`src/tsas_pkg.sv`:
```
package tsas_pkg;

   // field widths
   localparam int SAMPLE_W   = 16;
   localparam int SIZE_W     = 12;
   localparam int ORIENT_W   = 2;
   localparam int PROD_W     = SAMPLE_W + SIZE_W;

   // samples averaged per touch, a power of two so the average is a shift
   localparam int SAMPLES_PER_TOUCH = 16;
   localparam int AVG_SHIFT         = $clog2(SAMPLES_PER_TOUCH);

   // register port
   localparam int CSR_ADDR_W = 5;
   localparam int CSR_DATA_W = 32;

   // register reset values
   localparam logic [SAMPLE_W-1:0] RAW_MIN_X_RST = 16'd3400;
   localparam logic [SAMPLE_W-1:0] RAW_MAX_X_RST = 16'd29000;
   localparam logic [SAMPLE_W-1:0] RAW_MIN_Y_RST = 16'd3300;
   localparam logic [SAMPLE_W-1:0] RAW_MAX_Y_RST = 16'd30000;
   localparam logic [SIZE_W-1:0]   WIDTH_RST     = 12'd320;
   localparam logic [SIZE_W-1:0]   HEIGHT_RST    = 12'd480;

   // register map, word index
   typedef enum logic [2:0] {
      REG_RAW_MIN_X     = 3'd0,
      REG_RAW_MAX_X     = 3'd1,
      REG_RAW_MIN_Y     = 3'd2,
      REG_RAW_MAX_Y     = 3'd3,
      REG_SCREEN_WIDTH  = 3'd4,
      REG_SCREEN_HEIGHT = 3'd5,
      REG_ORIENTATION   = 3'd6
   } reg_idx_type;

   // orientation codes, naming which axes get mirrored
   typedef enum logic [ORIENT_W-1:0] {
      ORIENT_INV_Y    = 2'd0,
      ORIENT_INV_BOTH = 2'd1,
      ORIENT_INV_X    = 2'd2,
      ORIENT_INV_NONE = 2'd3
   } orient_type;

   typedef struct packed {
      logic [SAMPLE_W-1:0] raw_min_x;
      logic [SAMPLE_W-1:0] raw_max_x;
      logic [SAMPLE_W-1:0] raw_min_y;
      logic [SAMPLE_W-1:0] raw_max_y;
      logic [SIZE_W-1:0]   screen_width;
      logic [SIZE_W-1:0]   screen_height;
      orient_type          orientation;
   } cfg_type;

   typedef enum logic [3:0] {
      ST_IDLE,
      ST_CLAMP,
      ST_OFFS,
      ST_MUL,
      ST_SCL_GO,
      ST_SCL_WAIT,
      ST_FIN,
      ST_OUT
   } state_type;

   // controller to datapath
   typedef struct packed {
      logic take;       // add accepted sample to the run
      logic clear;      // restart the run
      logic load_idle;  // load a no-touch result
      logic load_rsp;   // load the mapped coordinates
      logic axis;       // 0 x, 1 y
      logic scl_start;  // divide the scaled offset by the span
      logic clamp;
      logic offs;
      logic mul;
      logic fin;
   } cmd_type;

   // datapath to controller
   typedef struct packed {
      logic last_sample;
      logic div_done;
      logic out_free;
   } status_type;

endpackage

```
`src/touch_sample_average_scale.sv`:
```
// a pen-up transfer gives its no-touch result in the cycle after acceptance
// pen-down samples that do not complete the run are taken one per cycle while the output is free
// the completing sample is mapped for x and then y: clamp, offset, multiply, divide,
// with one restoring divider on the 28-bit product, shared by both axes, one quotient bit a cycle
// a result waiting on the output holds off further sample transfers
// reset (synchronous, active high) restores register defaults and empties the run
module touch_sample_average_scale (
   input  logic        clock,
   input  logic        reset,
   // sample stream
   input  logic        req_tvalid,
   output logic        req_tready,
   input  logic [31:0] req_tdata,   // sample_x [15:0], sample_y [31:16]
   input  logic        req_tuser,   // pen_down
   // result stream
   output logic        rsp_tvalid,
   input  logic        rsp_tready,
   output logic [23:0] rsp_tdata,   // screen_x [11:0], screen_y [23:12]
   output logic        rsp_tuser,   // touched
   // register port
   input  logic        csr_psel,
   input  logic        csr_penable,
   input  logic        csr_pwrite,
   input  logic [4:0]  csr_paddr,
   input  logic [31:0] csr_pwdata,
   output logic [31:0] csr_prdata,
   output logic        csr_pready
);

   tsas_pkg::cfg_type    cfg;
   tsas_pkg::cmd_type    cmd;
   tsas_pkg::status_type status;
   logic [11:0]          screen_x;
   logic [11:0]          screen_y;

   tsas_csr u_csr (
      .clock       (clock),
      .reset       (reset),
      .csr_psel    (csr_psel),
      .csr_penable (csr_penable),
      .csr_pwrite  (csr_pwrite),
      .csr_paddr   (csr_paddr),
      .csr_pwdata  (csr_pwdata),
      .csr_prdata  (csr_prdata),
      .csr_pready  (csr_pready),
      .cfg         (cfg)
   );

   tsas_ctrl u_ctrl (
      .clock      (clock),
      .reset      (reset),
      .req_tvalid (req_tvalid),
      .pen_down   (req_tuser),
      .status     (status),
      .req_tready (req_tready),
      .cmd        (cmd)
   );

   tsas_dp u_dp (
      .clock        (clock),
      .reset        (reset),
      .cmd          (cmd),
      .cfg          (cfg),
      .sample_x     (req_tdata[15:0]),
      .sample_y     (req_tdata[31:16]),
      .rsp_tready   (rsp_tready),
      .status       (status),
      .rsp_tvalid   (rsp_tvalid),
      .rsp_touched  (rsp_tuser),
      .rsp_screen_x (screen_x),
      .rsp_screen_y (screen_y)
   );

   assign rsp_tdata = {screen_y, screen_x};

endmodule

```
`src/tsas_csr.sv`:
```
module tsas_csr (
   input  logic                                 clock,
   input  logic                                 reset,
   input  logic                                 csr_psel,
   input  logic                                 csr_penable,
   input  logic                                 csr_pwrite,
   input  logic [tsas_pkg::CSR_ADDR_W-1:0]      csr_paddr,
   input  logic [tsas_pkg::CSR_DATA_W-1:0]      csr_pwdata,
   output logic [tsas_pkg::CSR_DATA_W-1:0]      csr_prdata,
   output logic                                 csr_pready,
   output tsas_pkg::cfg_type                    cfg
);

   tsas_pkg::cfg_type     cfg_ff;
   tsas_pkg::cfg_type     cfg_in;
   tsas_pkg::reg_idx_type reg_idx;
   logic                  wr_en;

   assign csr_pready = 1'b1;
   assign reg_idx    = tsas_pkg::reg_idx_type'(csr_paddr[4:2]);
   assign wr_en      = csr_psel & csr_penable & csr_pwrite;

   // register write decode
   always_comb begin
      cfg_in = cfg_ff;
      if (wr_en) begin
         unique case (reg_idx)
            tsas_pkg::REG_RAW_MIN_X:     cfg_in.raw_min_x = csr_pwdata[15:0];
            tsas_pkg::REG_RAW_MAX_X:     cfg_in.raw_max_x = csr_pwdata[15:0];
            tsas_pkg::REG_RAW_MIN_Y:     cfg_in.raw_min_y = csr_pwdata[15:0];
            tsas_pkg::REG_RAW_MAX_Y:     cfg_in.raw_max_y = csr_pwdata[15:0];
            tsas_pkg::REG_SCREEN_WIDTH:  cfg_in.screen_width = csr_pwdata[11:0];
            tsas_pkg::REG_SCREEN_HEIGHT: cfg_in.screen_height = csr_pwdata[11:0];
            tsas_pkg::REG_ORIENTATION:
               cfg_in.orientation = tsas_pkg::orient_type'(csr_pwdata[1:0]);
            default: cfg_in = cfg_ff;
         endcase
      end
   end

   always_ff @(posedge clock) begin
      if (reset) begin
         cfg_ff.raw_min_x     <= tsas_pkg::RAW_MIN_X_RST;
         cfg_ff.raw_max_x     <= tsas_pkg::RAW_MAX_X_RST;
         cfg_ff.raw_min_y     <= tsas_pkg::RAW_MIN_Y_RST;
         cfg_ff.raw_max_y     <= tsas_pkg::RAW_MAX_Y_RST;
         cfg_ff.screen_width  <= tsas_pkg::WIDTH_RST;
         cfg_ff.screen_height <= tsas_pkg::HEIGHT_RST;
         cfg_ff.orientation   <= tsas_pkg::ORIENT_INV_Y;
      end else begin
         cfg_ff <= cfg_in;
      end
   end

   // read back
   always_comb begin
      unique case (reg_idx)
         tsas_pkg::REG_RAW_MIN_X:     csr_prdata = 32'(cfg_ff.raw_min_x);
         tsas_pkg::REG_RAW_MAX_X:     csr_prdata = 32'(cfg_ff.raw_max_x);
         tsas_pkg::REG_RAW_MIN_Y:     csr_prdata = 32'(cfg_ff.raw_min_y);
         tsas_pkg::REG_RAW_MAX_Y:     csr_prdata = 32'(cfg_ff.raw_max_y);
         tsas_pkg::REG_SCREEN_WIDTH:  csr_prdata = 32'(cfg_ff.screen_width);
         tsas_pkg::REG_SCREEN_HEIGHT: csr_prdata = 32'(cfg_ff.screen_height);
         tsas_pkg::REG_ORIENTATION:   csr_prdata = 32'(cfg_ff.orientation);
         default:                     csr_prdata = '0;
      endcase
   end

   assign cfg = cfg_ff;

endmodule

```
`src/tsas_div.sv`:
```
module tsas_div #(
   parameter int DVD_W = 28,
   parameter int DVS_W = 16
) (
   input  logic             clock,
   input  logic             reset,
   input  logic             start,
   input  logic [DVD_W-1:0] dividend,
   input  logic [DVS_W-1:0] divisor,
   output logic [DVD_W-1:0] quotient,
   output logic             done
);

   localparam int CNT_W = $clog2(DVD_W + 1);

   logic [DVD_W-1:0] quo_ff;
   logic [DVD_W-1:0] quo_in;
   logic [DVS_W-1:0] rem_ff;
   logic [DVS_W-1:0] rem_in;
   logic [DVS_W-1:0] dvs_ff;
   logic [DVS_W-1:0] dvs_in;
   logic [CNT_W-1:0] cnt_ff;
   logic [CNT_W-1:0] cnt_in;
   logic             busy_ff;
   logic             busy_in;
   logic             done_ff;
   logic             done_in;
   logic [DVS_W:0]   rem_shift;
   logic [DVS_W:0]   rem_diff;
   logic             fits;

   // one restoring step: bring down the next dividend bit
   assign rem_shift = {rem_ff, quo_ff[DVD_W-1]};
   assign fits      = rem_shift >= {1'b0, dvs_ff};
   assign rem_diff  = rem_shift - {1'b0, dvs_ff};

   always_comb begin
      quo_in  = quo_ff;
      rem_in  = rem_ff;
      dvs_in  = dvs_ff;
      cnt_in  = cnt_ff;
      busy_in = busy_ff;
      done_in = 1'b0;
      if (start) begin
         quo_in  = dividend;
         rem_in  = '0;
         dvs_in  = divisor;
         cnt_in  = CNT_W'(DVD_W);
         busy_in = 1'b1;
      end else if (busy_ff) begin
         quo_in = {quo_ff[DVD_W-2:0], fits};
         rem_in = fits ? rem_diff[DVS_W-1:0] : rem_shift[DVS_W-1:0];
         cnt_in = cnt_ff - CNT_W'(1);
         if (cnt_ff == CNT_W'(1)) begin
            busy_in = 1'b0;
            done_in = 1'b1;
         end
      end
   end

   always_ff @(posedge clock) begin
      if (reset) begin
         cnt_ff  <= '0;
         busy_ff <= 1'b0;
         done_ff <= 1'b0;
      end else begin
         cnt_ff  <= cnt_in;
         busy_ff <= busy_in;
         done_ff <= done_in;
      end
   end

   always_ff @(posedge clock) begin
      quo_ff <= quo_in;
      rem_ff <= rem_in;
      dvs_ff <= dvs_in;
   end

   assign quotient = quo_ff;
   assign done     = done_ff;

endmodule

```
`src/tsas_dp.sv`:
```
module tsas_dp (
   input  logic                              clock,
   input  logic                              reset,
   input  tsas_pkg::cmd_type                 cmd,
   input  tsas_pkg::cfg_type                 cfg,
   input  logic [tsas_pkg::SAMPLE_W-1:0]     sample_x,
   input  logic [tsas_pkg::SAMPLE_W-1:0]     sample_y,
   input  logic                              rsp_tready,
   output tsas_pkg::status_type              status,
   output logic                              rsp_tvalid,
   output logic                              rsp_touched,
   output logic [tsas_pkg::SIZE_W-1:0]       rsp_screen_x,
   output logic [tsas_pkg::SIZE_W-1:0]       rsp_screen_y
);

   localparam int SW    = tsas_pkg::SAMPLE_W;
   localparam int ZW    = tsas_pkg::SIZE_W;
   localparam int PW    = tsas_pkg::PROD_W;
   localparam int SUM_W = SW + tsas_pkg::AVG_SHIFT;
   localparam int CNT_W = tsas_pkg::AVG_SHIFT;

   logic [SUM_W-1:0] sum_x_ff, sum_x_in;
   logic [SUM_W-1:0] sum_y_ff, sum_y_in;
   logic [CNT_W-1:0] cnt_ff, cnt_in;
   logic             last;

   logic [SW-1:0]    raw_ff, raw_in;
   logic [SW-1:0]    off_ff;
   logic [SW-1:0]    span_ff;
   logic             ok_ff;
   logic [PW-1:0]    prod_ff;
   logic [ZW-1:0]    scr_x_ff;
   logic [ZW-1:0]    scr_y_ff;

   logic             rsp_valid_ff, rsp_valid_in;
   logic             rsp_touched_ff;
   logic [ZW-1:0]    rsp_x_ff;
   logic [ZW-1:0]    rsp_y_ff;

   logic [SW-1:0]    lo;
   logic [SW-1:0]    hi;
   logic [ZW-1:0]    size;
   logic [SUM_W-1:0] sum_sel;
   logic             inv_x;
   logic             inv_y;
   logic             inv;
   logic [SW-1:0]    avg;
   logic [ZW-1:0]    scaled;
   logic [ZW-1:0]    mapped;

   logic [PW-1:0]    div_quo;
   logic             div_done;

   // run accumulation
   assign last = cnt_ff == CNT_W'(tsas_pkg::SAMPLES_PER_TOUCH - 1);

   always_comb begin
      sum_x_in = sum_x_ff;
      sum_y_in = sum_y_ff;
      cnt_in   = cnt_ff;
      if (cmd.clear) begin
         sum_x_in = '0;
         sum_y_in = '0;
         cnt_in   = '0;
      end else if (cmd.take) begin
         sum_x_in = sum_x_ff + SUM_W'(sample_x);
         sum_y_in = sum_y_ff + SUM_W'(sample_y);
         cnt_in   = last ? '0 : cnt_ff + CNT_W'(1);
      end
   end

   always_ff @(posedge clock) begin
      if (reset) begin
         sum_x_ff <= '0;
         sum_y_ff <= '0;
         cnt_ff   <= '0;
      end else begin
         sum_x_ff <= sum_x_in;
         sum_y_ff <= sum_y_in;
         cnt_ff   <= cnt_in;
      end
   end

   // per-axis operand select
   assign inv_x = (cfg.orientation == tsas_pkg::ORIENT_INV_BOTH) ||
                  (cfg.orientation == tsas_pkg::ORIENT_INV_X);
   assign inv_y = (cfg.orientation == tsas_pkg::ORIENT_INV_Y) ||
                  (cfg.orientation == tsas_pkg::ORIENT_INV_BOTH);

   assign lo      = cmd.axis ? cfg.raw_min_y     : cfg.raw_min_x;
   assign hi      = cmd.axis ? cfg.raw_max_y     : cfg.raw_max_x;
   assign size    = cmd.axis ? cfg.screen_height : cfg.screen_width;
   assign sum_sel = cmd.axis ? sum_y_ff          : sum_x_ff;
   assign inv     = cmd.axis ? inv_y             : inv_x;

   // scaling divider, one quotient bit a cycle
   tsas_div #(
      .DVD_W (PW),
      .DVS_W (SW)
   ) u_div (
      .clock    (clock),
      .reset    (reset),
      .start    (cmd.scl_start),
      .dividend (prod_ff),
      .divisor  (span_ff),
      .quotient (div_quo),
      .done     (div_done)
   );

   // average by shift, then clamp: raise to floor, then lower to ceiling
   assign avg = sum_sel[SUM_W-1:tsas_pkg::AVG_SHIFT];

   always_comb begin
      raw_in = avg;
      if (raw_in < lo) begin
         raw_in = lo;
      end
      if (raw_in > hi) begin
         raw_in = hi;
      end
   end

   // span of zero or less maps to zero before mirroring
   assign scaled = ok_ff ? div_quo[ZW-1:0] : '0;
   assign mapped = inv ? size - scaled : scaled;

   always_ff @(posedge clock) begin
      if (cmd.clamp) begin
         raw_ff <= raw_in;
      end
      if (cmd.offs) begin
         off_ff  <= raw_ff - lo;
         span_ff <= hi - lo;
         ok_ff   <= hi > lo;
      end
      if (cmd.mul) begin
         prod_ff <= PW'(off_ff) * PW'(size);
      end
      if (cmd.fin && !cmd.axis) begin
         scr_x_ff <= mapped;
      end
      if (cmd.fin && cmd.axis) begin
         scr_y_ff <= mapped;
      end
   end

   // result register
   always_comb begin
      rsp_valid_in = rsp_valid_ff & ~rsp_tready;
      if (cmd.load_idle || cmd.load_rsp) begin
         rsp_valid_in = 1'b1;
      end
   end

   always_ff @(posedge clock) begin
      if (reset) begin
         rsp_valid_ff <= 1'b0;
      end else begin
         rsp_valid_ff <= rsp_valid_in;
      end
   end

   always_ff @(posedge clock) begin
      if (cmd.load_idle) begin
         rsp_touched_ff <= 1'b0;
         rsp_x_ff       <= '0;
         rsp_y_ff       <= '0;
      end else if (cmd.load_rsp) begin
         rsp_touched_ff <= 1'b1;
         rsp_x_ff       <= scr_x_ff;
         rsp_y_ff       <= scr_y_ff;
      end
   end

   assign rsp_tvalid   = rsp_valid_ff;
   assign rsp_touched  = rsp_touched_ff;
   assign rsp_screen_x = rsp_x_ff;
   assign rsp_screen_y = rsp_y_ff;

   assign status.last_sample = last;
   assign status.div_done    = div_done;
   assign status.out_free    = ~rsp_valid_ff | rsp_tready;

endmodule

```
`src/tsas_ctrl.sv`:
```
module tsas_ctrl (
   input  logic                 clock,
   input  logic                 reset,
   input  logic                 req_tvalid,
   input  logic                 pen_down,
   input  tsas_pkg::status_type status,
   output logic                 req_tready,
   output tsas_pkg::cmd_type    cmd
);

   tsas_pkg::state_type state_ff;
   tsas_pkg::state_type state_in;
   logic                axis_ff;
   logic                axis_in;
   logic                ready;

   always_ff @(posedge clock) begin
      if (reset) begin
         state_ff <= tsas_pkg::ST_IDLE;
         axis_ff  <= 1'b0;
      end else begin
         state_ff <= state_in;
         axis_ff  <= axis_in;
      end
   end

   // sample intake while idle, then x and y mapped in turn
   always_comb begin
      state_in = state_ff;
      axis_in  = axis_ff;
      cmd      = '0;
      cmd.axis = axis_ff;
      ready    = 1'b0;
      unique case (state_ff)
         tsas_pkg::ST_IDLE: begin
            ready = status.out_free;
            if (req_tvalid && ready) begin
               if (!pen_down) begin
                  cmd.clear     = 1'b1;
                  cmd.load_idle = 1'b1;
               end else begin
                  cmd.take = 1'b1;
                  if (status.last_sample) begin
                     axis_in  = 1'b0;
                     state_in = tsas_pkg::ST_CLAMP;
                  end
               end
            end
         end
         tsas_pkg::ST_CLAMP: begin
            cmd.clamp = 1'b1;
            state_in  = tsas_pkg::ST_OFFS;
         end
         tsas_pkg::ST_OFFS: begin
            cmd.offs = 1'b1;
            state_in = tsas_pkg::ST_MUL;
         end
         tsas_pkg::ST_MUL: begin
            cmd.mul  = 1'b1;
            state_in = tsas_pkg::ST_SCL_GO;
         end
         tsas_pkg::ST_SCL_GO: begin
            cmd.scl_start = 1'b1;
            state_in      = tsas_pkg::ST_SCL_WAIT;
         end
         tsas_pkg::ST_SCL_WAIT: begin
            if (status.div_done) begin
               state_in = tsas_pkg::ST_FIN;
            end
         end
         tsas_pkg::ST_FIN: begin
            cmd.fin = 1'b1;
            if (!axis_ff) begin
               axis_in  = 1'b1;
               state_in = tsas_pkg::ST_CLAMP;
            end else begin
               state_in = tsas_pkg::ST_OUT;
            end
         end
         tsas_pkg::ST_OUT: begin
            if (status.out_free) begin
               cmd.load_rsp = 1'b1;
               cmd.clear    = 1'b1;
               state_in     = tsas_pkg::ST_IDLE;
            end
         end
         default: begin
            state_in = tsas_pkg::ST_IDLE;
         end
      endcase
   end

   assign req_tready = ready;

endmodule

```
`config.mk`:
```
export PLATFORM = sky130hd
export DESIGN_NAME = touch_sample_average_scale
export DESIGN_NICKNAME = d
export VERILOG_FILES = /design/src/tsas_pkg.sv /design/src/touch_sample_average_scale.sv /design/src/tsas_csr.sv /design/src/tsas_div.sv /design/src/tsas_dp.sv /design/src/tsas_ctrl.sv
export SDC_FILE = /design/constraint.sdc
export NUM_CORES = 1
export LEC_CHECK = 0
export BUFFER_PORTS_ARGS = -buffer_cell sky130_fd_sc_hd__buf_2
export CORE_MARGIN = 5
export CORE_UTILIZATION = 50
export CTS_BUF_LIST = sky130_fd_sc_hd__clkbuf_8
export CTS_CLUSTER_DIAMETER = 100
export DETAILED_ROUTE_END_ITERATION = 10
export GPL_ROUTABILITY_DRIVEN = 0
export PLACE_DENSITY = 0.76
export REMOVE_ABC_BUFFERS = 1
export SYNTH_ARGS = -nofsm -noshare
export SYNTH_HDL_FRONTEND = slang
export SYNTH_SLANG_ARGS = --single-unit
```
`constraint.sdc`:
```
create_clock -name clock -period 7.65 [get_ports clock]
set_input_delay 0.3825 -clock clock [delete_from_list [all_inputs] [get_ports clock]]
set_output_delay 0.3825 -clock clock [all_outputs]
set_load 0.03 [all_outputs]
```
==> metrics.csv <==
stage,metric,value,unit
final_layout,area grow syn2layout,8.751,%
cts,cts repair resizes,0,
timing,Tmin final,6.510,ns
floorplanning,die footprint,0.05411,mm²
placement,cell area after placement,0.02581,mm²
drt,wire per inst,17.19,µm
final_layout,layout net count,3231,
yosys,post-synth cell types,84,
placement,Cells after DPL,3425,
yosys,top-area cell type share of the netlist area,0.1757,
critical_path,critical path arrival,6.86,ns
cts,Post-CTS Hold Fix Bufs,0,
floorplanning,Die Ht,232.6,µm
cts,clk sinks,332,
timing,clk_skew,0.04017,ns
global_routing,vias in the first global route,19820,
drt,DR iter-0 viols,1416,
final_layout,layout cells sized above 1,0.09567,
floorplanning,row count,81,
yosys,sequential area share after synthesis,0.3268,
yosys,Synth Area in XOR/XNOR,0.03252,
drt,DRC viols,0,
drt,vias per cell,5.627,
min_path,hold depth,3,
yosys,yosys warns,0,
yosys,synth cell count leaders,"nand2_1, inv_1, a21oi_1",
timing,"Period Utilization, post-route",0.8510,
timing,RSZ-0062 raised after global routing,no,
flow_run,maxcap violations,0,
cts,"Clk pin slew, worst setup/hold paths",0.06,ns
drt,drt pass-1 iters,6,
timing,Final Hold Fails,0,
yosys,syn avg cell area,9.003,µm²
timing,Setup TNS,0,ns
critical_path,CP required,8.00,ns
yosys,synth top area cells,"edfxtp_1, dfxtp_1, fa_1, ha_1, nand2_1",
final_layout,Finished Layout Cells,3528,
cts,CTS tree,built,
yosys,number of enable flip-flop cells after synthesis,145,
drt,remaining antenna violation count,0,
yosys,post-synthesis cell area,0.02478,mm²
timing,final setup fails,0,
drt,final WL,60640,µm
critical_path,worst setup path class,flop to flop,
timing,Final Max Slew Viols,0,
placement,post-detailed-placement half-perimeter wirelength,44820,µm
power,VDD IR max,115.0,µV
power,PD cells,148.6,mW/mm²
yosys,asr flop ratio synth,0,
yosys,Cells after Synth,2752,
cts,H-tree depth,2,
yosys,Synth Area in Adders,0.2139,
cts,Num CTS Buffers,55,
final_layout,Finished Cell Area,0.02695,mm²
yosys,Synth area leader,edfxtp_1,
yosys,multiplexer share of the synthesized area,0.06146,
critical_path,Crit. End Element,flop,
drt,DR vias,19850,
cts,clock buffer depth,3,
floorplanning,Std-Cell Core Area,0.04895,mm²
cts,Clock Latency Late Sink,0.61,ns
critical_path,Worst Path Max Fanout,17,
yosys,largest family of logic cells by synthesized area,adder cells,
floorplanning,Top Ports,137,
global_routing,initial antenna violation count,1,
global_routing,grt total ovfl,0,
global_routing,pin count of the biggest net entering global routing,82,
final_layout,post-layout util,0.5505,
yosys,main flop type after synthesis,dfxtp_1,
power,LEAKAGE,11.88,nW
min_path,min-delay worst type,primary input to flop,
floorplanning,Die W,232.6,µm
global_routing,gr usage total,0.2210,
placement,port bufs,101,
yosys,fraction of the mapped netlist area in simple logic gates,0.1828,
run_status,status,"complete, no violations",
critical_path,R2R cell count,20,
yosys,synthesized flop and latch total,332,
cts,Post-CTS Setup Bufs,0,
floorplanning,Starting Density,0.5062,
timing,Fmax,153.6,MHz
global_routing,first-pass GRT wire length,98950,µm
timing,Slew HR,0.3032,
final_layout,antenna cells,0,
timing,Worst Max-Slew Pin Slew,1.045,ns
yosys,"count leader, synth",nand2_1,
cts,Root Buffer,clkbuf_8,
critical_path,CP Launch Type,flop,
yosys,Compound-Gate Fraction of Synth Area,0.1151,
==> kinds of logic (layout without fill, tap and decap cells) <==
kind of cell | count (synthesis) | in the layout
and+or+nand+nor | 981 | 981
DFF | 332 | 332
adders and majority gates | 336 | 336
muxes | 139 | 139
AOI/OAI and AO/OA | 459 | 459
xor gates and xnor gates | 92 | 92
buffers and inverters | 411 | 508
other | 2 | 17
==> metrics by stage <==
stage          power, mW  setup WS [ns]  hold slack (ns)
6_report           4.005          1.140          0.04359
5_1_grt            4.183         0.8004          0.02917
4_1_cts            4.032          1.157         0.007391
3_5_place_dp       2.446          1.183           0.4045
3_3_place_gp       2.424          1.234           0.4021
2_1_floorplan      2.299        0.02102           0.4003
==> final timing paths <==
| check | endpoint | slack, ns | startpoint |
|---|---|---|---|
| worst max register to register | u_dp.prod_ff[26]$_DFFE_PN_ | 1.14 | u_ctrl.axis_ff$_SDFFE_PP0P_ |
| worst min register to register | u_dp.u_div.dvs_ff[5]$_DFFE_PP_ | 0.42 | u_dp.span_ff[5]$_DFFE_PP_ |
| worst max-delay path | u_dp.prod_ff[26]$_DFFE_PN_ | 1.14 | u_ctrl.axis_ff$_SDFFE_PP0P_ |
| worst min-delay path | u_csr.cfg[38]$_SDFFE_PP1P_ | 0.04 | csr_pwdata[12] |
==> routing by layer <==
metal,GRT usage,up-vias,share of wire
li1,-,9408,-
met1,0.2892,9591,0.42
met2,0.3781,721,0.48
met3,0.03673,132,0.069
met4,0.06572,0,0.027
met5,0,-,0
==> flip-flops by register name, summed over array words and instances (netlist names), 20 cells and up <==
signal / flops
u_dp.sum_x_ff: 20
u_dp.u_div.quotient: 28
u_csr.cfg: 90
u_dp.sum_y_ff: 20
u_dp.prod_ff: 28
==> critical path, cell delays in order, from the launching register on <==
cell and delay (ns):
dfxtp_4 0.47, mux2_2 0.55, and2_1 0.26, fa_1 0.54, inv_1 0.05, fa_1 0.48, inv_1 0.06, fa_1 0.50
fa_1 0.54, inv_1 0.05, fa_1 0.53, inv_1 0.04, ha_1 0.34, nand2_1 0.13, a2111o_1 0.41, a2111oi_1 0.51
o41ai_1 0.21, a21oi_1 0.25, o21a_1 0.16, nor2_1 0.05, xnor2_1 0.11
==> placed cells by master (no fill, tap or decap), drive strengths merged, types with 6 or more instances in the layout <==
cell type,instances
dfxtp,187
mux2,32
mux2i,100
and3,13
a2111oi,7
nand2b,20
o221ai,6
a21oi,213
nor2,129
xor2,20
ha,190
nor2b,36
mux4,7
nand2,513
a31oi,9
a211o,9
o21ai,72
nor3,52
a21o,28
or2,6
nand4,19
o41ai,6
inv,299
edfxtp,145
o21a,17
and2,78
nand3b,29
o21bai,9
or3,13
fa,146
xnor2,72
o31ai,9
a211oi,24
buf,134
o211ai,7
clkbuf,68
nand3,45
conb,17
==> where the power goes <==
group	leakage, nW	internal [mW]	total [mW]	switching (mW)
registers	2.85	1.87	1.89	0.0237
logic	8.34	0.210	0.525	0.315
clock network	0.682	0.869	1.59	0.718
==> cell type report <==
type / instances / area (µm²)
Clock buffer: 68 / 935.9
Clock inverter: 35 / 201.4
Fill cell: 4226 / 22000
Inverter: 271 / 1017
Multi-Input combinational cell: 2024 / 15110
Sequential cell: 332 / 8102
Tap cell: 664 / 830.8
Timing Repair Buffer: 134 / 753.2
Note: power is estimated with default switching activity, not from simulation.
